### src/hdl/packed_pattern_parser_top_macros.svh
// Assertion macros shared by the packed pattern parser modules.
`ifndef PACKED_PATTERN_PARSER_TOP_MACROS_SVH
`define PACKED_PATTERN_PARSER_TOP_MACROS_SVH

// Same-cycle implication, checked out of reset.
`define PPP_ASSERT_IMP(lbl, ante, cons, msg) \
    lbl: assert property (@(posedge i_clk) disable iff (!i_rst_n) (ante) |-> (cons)) \
        else $error(msg);

// Next-cycle implication, checked out of reset.
`define PPP_ASSERT_NXT(lbl, ante, cons, msg) \
    lbl: assert property (@(posedge i_clk) disable iff (!i_rst_n) (ante) |=> (cons)) \
        else $error(msg);

`endif

### src/hdl/ppp_pkg.sv
// Package for the packed pattern parser: result types, constants, note conversion.
`timescale 1ns / 1ps

package ppp_pkg;

    localparam int PPP_ROWS_DEFAULT = 64;
    localparam int CFG_W            = 6;
    localparam logic [CFG_W-1:0] CHANNELS_RESET = 6'd32;
    localparam logic [7:0] NO_NOTE  = 8'hFF;

    // Packed so that the first field sits in the highest bits.
    typedef struct packed {
        logic [7:0] info;
        logic [7:0] command;
        logic       command_valid;
        logic [7:0] volume;
        logic       volume_valid;
        logic [7:0] instrument;
        logic       instrument_valid;
        logic [7:0] note_value;
        logic       note_valid;
        logic [5:0] row;
        logic [4:0] channel;
    } t_entry;

    localparam int ENTRY_W = $bits(t_entry);

    typedef struct packed {
        logic   kind;     // 0 note entry, 1 end of pattern
        t_entry entry;
    } t_result;

    // octave/semitone byte to linear note: (oct-2)*12 + semi + 1, wraps at 8 bits
    function automatic logic [7:0] note_convert(input logic [7:0] b);
        logic [7:0] oct;
        oct = {4'd0, b[7:4]};
        return (oct << 3) + (oct << 2) + {4'd0, b[3:0]} + 8'd1 - 8'd24;
    endfunction

endpackage

### src/hdl/ppp_core.sv
// Packed pattern byte parser: phase, row count and entry holds.
`timescale 1ns / 1ps

module ppp_core import ppp_pkg::*; #(
    parameter int ROWS_PER_PATTERN = PPP_ROWS_DEFAULT
) (
    input  logic             i_clk,
    input  logic             i_rst_n,
    input  logic             i_accept,
    input  logic [7:0]       i_data_byte,
    input  logic             i_pattern_start,
    input  logic [CFG_W-1:0] i_channel_count,
    output logic             o_res_valid,
    output t_result          o_res
);

    localparam logic [5:0] LastRow = 6'(ROWS_PER_PATTERN - 1);

    localparam logic [2:0] PH_FLAG  = 3'd0;
    localparam logic [2:0] PH_NOTE  = 3'd1;
    localparam logic [2:0] PH_INSTR = 3'd2;
    localparam logic [2:0] PH_VOL   = 3'd3;
    localparam logic [2:0] PH_CMD   = 3'd4;
    localparam logic [2:0] PH_INFO  = 3'd5;

    logic [2:0] r_phase, n_phase;
    logic [5:0] r_row, n_row;
    logic [7:0] r_flag, n_flag;
    logic [7:0] r_note, n_note;
    logic [7:0] r_instr, n_instr;
    logic [7:0] r_vol, n_vol;
    logic [7:0] r_cmd, n_cmd;
    logic       r_note_seen, n_note_seen;

    logic [2:0] eff_phase;
    logic [5:0] eff_row;
    logic       emit_entry, emit_end;
    logic [7:0] info_byte;
    logic [4:0] ch;

    always_comb begin
        n_phase     = r_phase;
        n_row       = r_row;
        n_flag      = r_flag;
        n_note      = r_note;
        n_instr     = r_instr;
        n_vol       = r_vol;
        n_cmd       = r_cmd;
        n_note_seen = r_note_seen;
        emit_entry  = 1'b0;
        emit_end    = 1'b0;
        info_byte   = 8'd0;
        ch          = 5'd0;
        o_res       = '0;

        // pattern start forces the flag phase at row 0; stray codes read as flag
        eff_phase = (i_pattern_start || r_phase > PH_INFO) ? PH_FLAG : r_phase;
        eff_row   = i_pattern_start ? 6'd0 : r_row;

        if (i_accept) begin
            n_phase = eff_phase;
            n_row   = eff_row;
            case (eff_phase)
                PH_NOTE: begin
                    n_note_seen = (i_data_byte != NO_NOTE);
                    n_note      = n_note_seen ? note_convert(i_data_byte) : 8'd0;
                    n_phase     = PH_INSTR;
                end
                PH_INSTR: begin
                    n_instr = i_data_byte;
                    if (r_flag[6]) begin
                        n_phase = PH_VOL;
                    end else if (r_flag[7]) begin
                        n_phase = PH_CMD;
                    end else begin
                        emit_entry = 1'b1;
                    end
                end
                PH_VOL: begin
                    n_vol = i_data_byte;
                    if (r_flag[7]) begin
                        n_phase = PH_CMD;
                    end else begin
                        emit_entry = 1'b1;
                    end
                end
                PH_CMD: begin
                    n_cmd   = i_data_byte;
                    n_phase = PH_INFO;
                end
                PH_INFO: begin
                    info_byte  = i_data_byte;
                    emit_entry = 1'b1;
                end
                default: begin
                    if (i_data_byte == 8'd0) begin
                        // row end
                        if (eff_row >= LastRow) begin
                            emit_end = 1'b1;
                            n_row    = 6'd0;
                        end else begin
                            n_row = eff_row + 6'd1;
                        end
                    end else begin
                        n_flag      = i_data_byte;
                        n_note      = 8'd0;
                        n_note_seen = 1'b0;
                        n_instr     = 8'd0;
                        n_vol       = 8'd0;
                        n_cmd       = 8'd0;
                        if (i_data_byte[5]) begin
                            n_phase = PH_NOTE;
                        end else if (i_data_byte[6]) begin
                            n_phase = PH_VOL;
                        end else if (i_data_byte[7]) begin
                            n_phase = PH_CMD;
                        end else begin
                            emit_entry = 1'b1;   // bare flag
                        end
                    end
                end
            endcase
        end

        if (emit_entry) begin
            n_phase = PH_FLAG;
            ch = ({1'b0, n_flag[4:0]} >= i_channel_count) ? 5'd0 : n_flag[4:0];
            o_res.kind                   = 1'b0;
            o_res.entry.channel          = ch;
            o_res.entry.row              = eff_row;
            o_res.entry.note_valid       = n_flag[5] & n_note_seen;
            o_res.entry.note_value       = (n_flag[5] & n_note_seen) ? n_note : 8'd0;
            o_res.entry.instrument_valid = n_flag[5];
            o_res.entry.instrument       = n_flag[5] ? n_instr : 8'd0;
            o_res.entry.volume_valid     = n_flag[6];
            o_res.entry.volume           = n_flag[6] ? n_vol : 8'd0;
            o_res.entry.command_valid    = n_flag[7];
            o_res.entry.command          = n_flag[7] ? n_cmd : 8'd0;
            o_res.entry.info             = n_flag[7] ? info_byte : 8'd0;
        end else if (emit_end) begin
            o_res.kind      = 1'b1;
            o_res.entry.row = LastRow;
        end
        o_res_valid = emit_entry | emit_end;
    end

    always_ff @(posedge i_clk) begin
        if (!i_rst_n) begin
            r_phase <= PH_FLAG;
            r_row   <= 6'd0;
        end else begin
            r_phase <= n_phase;
            r_row   <= n_row;
        end
    end

    // holds are always loaded by a flag byte before an entry reads them
    always_ff @(posedge i_clk) begin
        r_flag      <= n_flag;
        r_note      <= n_note;
        r_instr     <= n_instr;
        r_vol       <= n_vol;
        r_cmd       <= n_cmd;
        r_note_seen <= n_note_seen;
    end

`include "packed_pattern_parser_top_macros.svh"

    `PPP_ASSERT_IMP(a_phase_legal, 1'b1, r_phase <= PH_INFO, "phase code out of range")
    `PPP_ASSERT_NXT(a_end_clears_row, o_res_valid && o_res.kind, r_row == 6'd0 && r_phase == PH_FLAG, "row not cleared after pattern end")
    `PPP_ASSERT_IMP(a_note_needs_instr, o_res_valid && o_res.entry.note_valid, o_res.entry.instrument_valid, "note without instrument")

endmodule

### src/hdl/packed_pattern_parser_top.sv
// Top level of the packed pattern parser: config register, parser core, output skid.
`timescale 1ns / 1ps

// Channel   Dir  tdata (low bit first)                         tuser
// s_axis    in   data_byte[7:0]                                 pattern_start
// m_axis    out  channel, row, note_valid, note_value,          kind
//                instrument_valid, instrument, volume_valid,
//                volume, command_valid, command, info, 1 pad bit
// cfg       in   i_cfg_wdata = channel_count, written when i_cfg_we
//
// One byte per cycle while the output stage has room; the result of the byte that
// completes an entry or ends the last row is registered into the output stage.
// The phase register and row counter form the parser's loop. A two-entry output
// stage (result register plus skid) keeps s_axis_tready high while one result
// waits, so the input stalls only when both entries are full. Reset is synchronous,
// active low, and clears phase, row, channel count (to 32) and the output stage.

module packed_pattern_parser_top import ppp_pkg::*; #(
    parameter int ROWS_PER_PATTERN = PPP_ROWS_DEFAULT
) (
    input  logic             i_clk,
    input  logic             i_rst_n,
    input  logic             i_cfg_we,
    input  logic [CFG_W-1:0] i_cfg_wdata,     // channel_count
    input  logic             s_axis_tvalid,
    output logic             s_axis_tready,
    input  logic [7:0]       s_axis_tdata,    // data_byte
    input  logic             s_axis_tuser,    // pattern_start
    output logic             m_axis_tvalid,
    input  logic             m_axis_tready,
    output logic [55:0]      m_axis_tdata,    // channel .. info, see table above
    output logic             m_axis_tuser     // kind
);

    logic [CFG_W-1:0] r_channel_count;
    logic             r_out_valid, r_skid_valid;
    t_result          r_out, r_skid;
    logic             accept, pop, res_valid;
    t_result          res;

    assign s_axis_tready = !r_skid_valid;
    assign accept        = s_axis_tvalid && s_axis_tready;
    assign pop           = r_out_valid && m_axis_tready;

    ppp_core #(
        .ROWS_PER_PATTERN (ROWS_PER_PATTERN)
    ) u_core (
        .i_clk           (i_clk),
        .i_rst_n         (i_rst_n),
        .i_accept        (accept),
        .i_data_byte     (s_axis_tdata),
        .i_pattern_start (s_axis_tuser),
        .i_channel_count (r_channel_count),
        .o_res_valid     (res_valid),
        .o_res           (res)
    );

    always_ff @(posedge i_clk) begin
        if (!i_rst_n) begin
            r_channel_count <= CHANNELS_RESET;
        end else if (i_cfg_we) begin
            r_channel_count <= i_cfg_wdata;
        end
    end

    // output stage: skid only fills when the result register is held
    always_ff @(posedge i_clk) begin
        if (!i_rst_n) begin
            r_out_valid  <= 1'b0;
            r_skid_valid <= 1'b0;
        end else if (r_skid_valid) begin
            if (pop) begin
                r_skid_valid <= 1'b0;
            end
        end else if (accept && res_valid) begin
            if (!r_out_valid || pop) begin
                r_out_valid <= 1'b1;
            end else begin
                r_skid_valid <= 1'b1;
            end
        end else if (pop) begin
            r_out_valid <= 1'b0;
        end
    end

    always_ff @(posedge i_clk) begin
        if (r_skid_valid) begin
            if (pop) begin
                r_out <= r_skid;
            end
        end else if (accept && res_valid) begin
            if (!r_out_valid || pop) begin
                r_out <= res;
            end else begin
                r_skid <= res;
            end
        end
    end

    assign m_axis_tvalid = r_out_valid;
    assign m_axis_tdata  = {1'b0, r_out.entry};
    assign m_axis_tuser  = r_out.kind;

`include "packed_pattern_parser_top_macros.svh"

    `PPP_ASSERT_IMP(a_skid_behind_out, r_skid_valid, r_out_valid, "skid holds an item ahead of the output")
    `PPP_ASSERT_NXT(a_skid_held, r_skid_valid && !m_axis_tready, r_skid_valid && !s_axis_tready, "skid item lost while stalled")
    `PPP_ASSERT_IMP(a_end_shape, m_axis_tvalid && m_axis_tuser, r_out.entry.channel == 5'd0 && r_out.entry.row == 6'(ROWS_PER_PATTERN - 1), "malformed pattern end")

endmodule

### config.mk
export PLATFORM = sky130hd
export DESIGN_NAME = packed_pattern_parser_top
export DESIGN_NICKNAME = d
export VERILOG_FILES = /design/src/hdl/ppp_pkg.sv /design/src/hdl/ppp_core.sv /design/src/hdl/packed_pattern_parser_top.sv
export VERILOG_INCLUDE_DIRS = /design/src /design/src/hdl
export SDC_FILE = /design/constraint.sdc
export NUM_CORES = 1
export LEC_CHECK = 0
export ABC_AREA = 1
export BUFFER_PORTS_ARGS = -buffer_cell sky130_fd_sc_hd__buf_2
export CAP_MARGIN = 20
export CORE_MARGIN = 3
export CORE_UTILIZATION = 59
export CTS_CLUSTER_SIZE = 30
export DETAILED_ROUTE_END_ITERATION = 12
export PLACE_DENSITY = 0.8
export SYNTH_ARGS = -nofsm -noshare
export SYNTH_HDL_FRONTEND = slang
export SYNTH_SLANG_ARGS = --single-unit
### constraint.sdc
create_clock -name i_clk -period 6.1 [get_ports i_clk]
set_clock_uncertainty 0.15 [all_clocks]
set_input_delay 0.61 -clock i_clk [delete_from_list [all_inputs] [get_ports i_clk]]
set_output_delay 0.61 -clock i_clk [all_outputs]
set_load 0.01 [all_outputs]
* Word-level counts from Yosys, hierarchy flattened
Index checks and enable logic that the tools add are counted.
** Operators by class
- Eq/ne operators :: 8
- Order comparisons :: 3
- Reduce and logical (&&, ||, !) cells :: 21
- Multiplexer cells :: 68
- Bitwise gates (word level) :: 5
- Add/subtract/negate cells :: 5
** Operator list (number)
- $mux W56 :: 4
- $mux W8 :: 19
- $pmux W8 S2 :: 4
- $mux W44 :: 1
- $mux W6 :: 6
- $mux W1 :: 22
- $mux W3 :: 7
- $reduce_or A4 Y1 :: 4
- $pmux W3 S5 :: 1
- $mux W5 :: 2
- $reduce_and A3 Y1 :: 3
- $add A7 B6 Y8 :: 1
- $add A8 B1 Y8 const B :: 1
- $add A8 B4 Y8 :: 1
- $logic_not A8 Y1 :: 1
- $ne A8 B8 Y1 const B :: 1
- $sub A8 B5 Y8 const B :: 1
- $add A6 B1 Y6 const B :: 1
- $eq A3 B2 Y1 const B :: 2
- $eq A3 B3 Y1 const B :: 2
- $ge A5 B6 Y1 :: 1
- $ge A6 B6 Y1 const B :: 1
- $reduce_bool A2 Y1 :: 3
- $reduce_or A5 Y1 :: 1
- other kinds (12) :: 20
** Word-level totals
- Output and inout bits :: 59
- Input bits :: 20
- Flip-flop bits (word level) :: 170

* Longest topological paths before layout
- Depth in word-level cells :: 13
- Gate-level depth with buffers :: 20
- Depth with buffers taken out :: 19

* Cells and area by module
Synthesis repeated with hierarchy kept, for this count alone.
** Second synthesis, totals
- Cells, all modules :: 848
- Area, all modules :: 7752.4 µm²
** Modules (own cells, without submodules)
- packed_pattern_parser_top :: area an instance 4413.0 µm², cells each 338, seq. area each 3523.4 µm², instances 1
- ppp_core :: area an instance 3339.5 µm², cells each 510, seq. area each 1001.0 µm², instances 1

* Worst setup path after synthesis
Ideal clock, no wire load.
- Path type :: input to register
- Start :: input port s_axis_tdata[6]
- End :: register r_out (netlist bit m_axis_tdata[0]) (enable)
- Path buffers :: 0
- Arrival :: 4.010 ns
- Setup slack :: 1.470 ns
- Stages :: 10
- Data required time :: 5.480 ns
- Cell sequence :: inv_1 ha_1 nand2_1 inv_1 nand2_1 inv_1 nand4_1 nand2_1 a21oi_1 nor2_1
** Between the ends
- Longest elaborated chain between the ends :: 9
** RTL lines
- start, declared :: line packed_pattern_parser_top.sv:27 : input logic [7:0] s_axis_tdata,
- $mux W1 :: line ppp_core.sv:113 : end else if (i_data_byte[6]) begin
- $mux W1 :: line ppp_core.sv:111 : if (i_data_byte[5]) begin
- $mux W1 :: line ppp_core.sv:96 : if (i_data_byte == 8'd0) begin
- $pmux W1 S4 :: line ppp_core.sv:63 : case (eff_phase)
- $mux W1 :: line ppp_core.sv:60 : if (i_accept) begin
- $or A1 B1 Y1 * :: line ppp_core.sv:144 : o_res_valid = emit_entry | emit_end;
- $logic_and A1 B1 Y1 * :: line packed_pattern_parser_top.sv:91 : end else if (accept && res_valid) begin
- $reduce_bool A2 Y1 (no line) *
- $reduce_and A3 Y1 (no line) *
- end signal, assigned :: line packed_pattern_parser_top.sv:89 : r_out <= r_skid;
- end signal, assigned :: line packed_pattern_parser_top.sv:93 : r_out <= res;
- end, declared :: line packed_pattern_parser_top.sv:37 : t_result r_out, r_skid;
Mark *: on every way between the ends. The rest lies on a longest branch, timed or not.
A chain may end at the register's enable or synchronous reset.

* Worst setup path in the final report
- Start :: input port s_axis_tdata[7]
- End :: register r_out (netlist bit m_axis_tdata[2]), data pin
** Between the ends
- Longest elaborated chain between the ends :: 10
** RTL lines
- $logic_not A8 Y1 :: line ppp_core.sv:96
- $mux W8 :: line ppp_core.sv:96
- $mux W8 :: line ppp_core.sv:63
- $mux W8 :: line ppp_core.sv:60
- net u_core.n_flag[4] :: line ppp_core.sv:28 : logic [7:0] r_flag, n_flag;
- $ge A5 B6 Y1 :: line ppp_core.sv:127 : ch = ({1'b0, n_flag[4:0]} >= i_channel_count) ? 5'd0 : n_flag[4:0];
- $mux W5 :: line ppp_core.sv:127
- $mux W5 :: line ppp_core.sv:125 : if (emit_entry) begin
- $mux W56 :: line packed_pattern_parser_top.sv:92 : if (!r_out_valid || pop) begin
- $mux W56 :: line packed_pattern_parser_top.sv:91
- $mux W56 :: line packed_pattern_parser_top.sv:87 : if (r_skid_valid) begin
The timed path passes the listed nets, and every way through them passes these cells. The select of a mux whose other input is x is not followed.

==> results.json <==
{
  "cp.arrival_ps": 3840,
  "wl_per_cell_um": 15.77,
  "antenna_cells": 0,
  "core_um2": 12160,
  "power_w": 0.002507,
  "final.setup.tns_ps": 0,
  "ys_seq_elements": 170,
  "cts_buffers": 17,
  "worstSetupStartpointType": "input pin",
  "first_pass_iters": 6,
  "synth_edf_count": 112,
  "worst-path-max-fanout": 24,
  "grt_max_degree": 60,
  "final.min_clock_period_ps": 3815,
  "yosysWarnings": 0,
  "ant_nets": 0,
  "holdPathStages": 3,
  "cts.clk_slew.worst_paths_ps": 60,
  "dpl.hpwl_um": 11360,
  "cts_max_path_buffers": 2,
  "multiInputGateArea_um2": 2477,
  "setup_ws_ps": 2285,
  "run_status": "finished clean",
  "max_stage_delay_ps": 400,
  "drive_gt1_frac": 0.1549,
  "critical_path.top_delay_family": "simple AND/OR/NAND/NOR gates",
  "required_ps": 6120,
  "start_util": 0.6131,
  "route.detailed.drc": 0,
  "grt_pass1_vias": 5508,
  "finalMaxSlewViolations": 0,
  "vias": 5619,
  "syn-cell-area_um2": 7456,
  "hold_start": "i_cfg_wdata[5]",
  "p_per_area_nw_per_um2": 292.3,
  "row_count": 40,
  "grt_pass1_wl_um": 26790,
  "synth_cells": 784,
  "syn_nets": 828,
  "min_to": "r_channel_count[5]",
  "synth_cell_type_count": 38,
  "rsz0062_at_grt": "false",
  "die_x_um": 118.4,
  "relSlewSlack": 0.4828,
  "post_cts_buffers": 0,
  "maxCapViolCount": 0,
  "finalNetCount": 909,
  "slowest_stage": "o21ai_0",
  "r2r_start": "u_core.r_row[0]",
  "htreeDepth": 4,
  "yosys-top-cells-area": "edfxtp_1 (45%), dfxtp_1 (16%), nand2_1 (11%), inv_1 (4.7%), ha_1 (3.7%)",
  "vdd_drop_max_uv": 160.8,
  "syn_area_per_cell_um2": 9.510,
  "avgViaCountPerCell": 5.372,
  "worst_slew_pin_slew_ps": 775.8,
  "yosysTopAreaCell": "edfxtp_1",
  "path_buf_inv": 6,
  "grt_antenna_before_repair": 0,
  "synth_ff_type": "edfxtp_1",
  "endpoint_kind": "flop",
  "register_area_um2": 4526,
  "drt_iter0_markers": 497,
  "clkLatencyLatePin_ps": 440,
  "hold_ws_ps": 242.7,
  "wirelength_um": 16500,
  "r2r_cells": 11,
  "timing.rr.end": "m_axis_tdata[23]",
  "ys_top_cells_by_count": "nand2_1 (219), edfxtp_1 (112), inv_1 (93)",
  "dp_slack_ps": 1918,
  "clkSinkCount": 170,
  "finalSetupViolations": 0,
  "critPathKind": "in2reg",
  "post_cts_resized": 0,
  "period_share": 0.6254,
  "async_flop_share": 0,
  "cts_tree": "built",
  "cts_root_buf": "clkbuf_16",
  "io_pins": 79,
  "hp-class": "in2reg",
  "chipHeight_um": 118.4,
  "worstSetupStartpoint": "s_axis_tdata[7]",
  "postCtsHoldBufs": 0,
  "cpMostUsedCell": "inv_1",
  "grt-ovfl-total": 0,
  "gp_congestion": 0.9117,
  "cellLeakagePower_nw": 3.772,
  "timing_hold_violations_final": 0,
  "fmax_mhz": 262.1,
  "grt.total_usage": 0.2401,
  "area_growth_pct": 15.04,
  "reg2reg_slack_ps": 2520,
  "synth_most_common_cell": "nand2_1",
  "nFillCells": 882,
  "path_cells": "buf_2, inv_1, ha_1, nand2_1, inv_1, nand2_1, inv_1, nor2_1, nand2_2, o21ai_0, inv_1, ha_1, inv_1, nor2_1, nand3_1, o21ai_0, a21oi_1, nand2_1, o21ai_1",
  "seq_area_frac_synth": 0.6068,
  "synth_top_area_share": 0.4511,
  "die-area_um2": 14020,
  "io_buffers": 77
}
[per-layer routing]
metal	GRT usage	wire (um)	vias to the layer above
li1	-	-	2752
met1	0.3186	7254	2647
met2	0.3955	8029	195
met3	0.05742	926	25
met4	0.07169	289	0
met5	0	0	-
[per-stage QoR]
stage	cells	util	cell area [um^2]
3_5_place_dp	1013	0.6575	7996
2_1_floorplan	784	-	7456
4_1_cts	1045	0.7036	8557
5_1_grt	1046	0.7052	8577
6_report	1046	0.7052	8577
3_3_place_gp	1013	0.6575	7996
[layout by cell type (no fill, tap or decap), types with 10 or more instances in the layout]
cell | Yosys | layout
clkbuf_16 | 0 | 17
ha_1 | 22 | 22
edfxtp_1 | 112 | 112
nand2_1 | 219 | 219
o21ai_0 | 49 | 49
o21ai_1 | 10 | 10
buf_2 | 6 | 77
nand3_1 | 48 | 48
inv_1 | 93 | 92
dfxtp_1 | 58 | 57
a21oi_1 | 25 | 25
nor2_1 | 64 | 63
[worst max path at each step]
stage                      endpoint  cells after the start
finish              m_axis_tdata[2]                     19
global route        m_axis_tdata[4]                     18
CTS                 m_axis_tdata[2]                     14
detailed placement  m_axis_tdata[2]                     18
global placement    m_axis_tdata[3]                     18
floorplan           m_axis_tdata[0]                     10
[tightest hold or removal path, delay by kind of cell]
| family | cells | cell delay [ps] |
|---|---|---|
| compound gates | 2 | 110 |
| buf+inv | 1 | 80 |
[where the power goes]
part	internal, W	total [W]	switching (W)
Combinational	0.0000626	0.000206	0.000144
Sequential	0.00125	0.00126	0.0000139
Clock	0.000598	0.00104	0.000437
Total	0.00191	0.00251	0.000595
[state kept, by name, indices dropped and copies added (netlist names), 3 cells and up]
| name | cells |
|---|---|
| u_core.r_note | 8 |
| u_core.r_flag | 8 |
| m_axis_tdata | 55 |
| u_core.r_phase | 3 |
| u_core.r_vol | 8 |
| u_core.r_instr | 8 |
| r_channel_count | 6 |
| u_core.r_row | 6 |
| r_skid | 56 |
| u_core.r_cmd | 8 |
[kinds of logic (layout without fill, tap and decap cells)]
group                      count (synthesis)  count (layout)  synth area share
and+or+nand+nor                          370             370            0.2143
muxes                                      3               3          0.004028
AOI/OAI and AO/OA                         96              96           0.06897
adders and majority gates                 24              24           0.04229
other                                      1               1         0.0005030
buffers and inverters                    119             213           0.06192
xor gates and xnor gates                   1               1          0.001175
DFF                                      170             170            0.6068
[final cells by class]
class,instances,share of cell area
Clock buffer,19,0.05047
Inverter,100,0.04376
Timing Repair Buffer,81,0.04989
Multi-Input combinational cell,495,0.2888
Tap cell,168,0.02451
Clock inverter,13,0.01488
Sequential cell,170,0.5276
(Power assumes the default switching activity.)
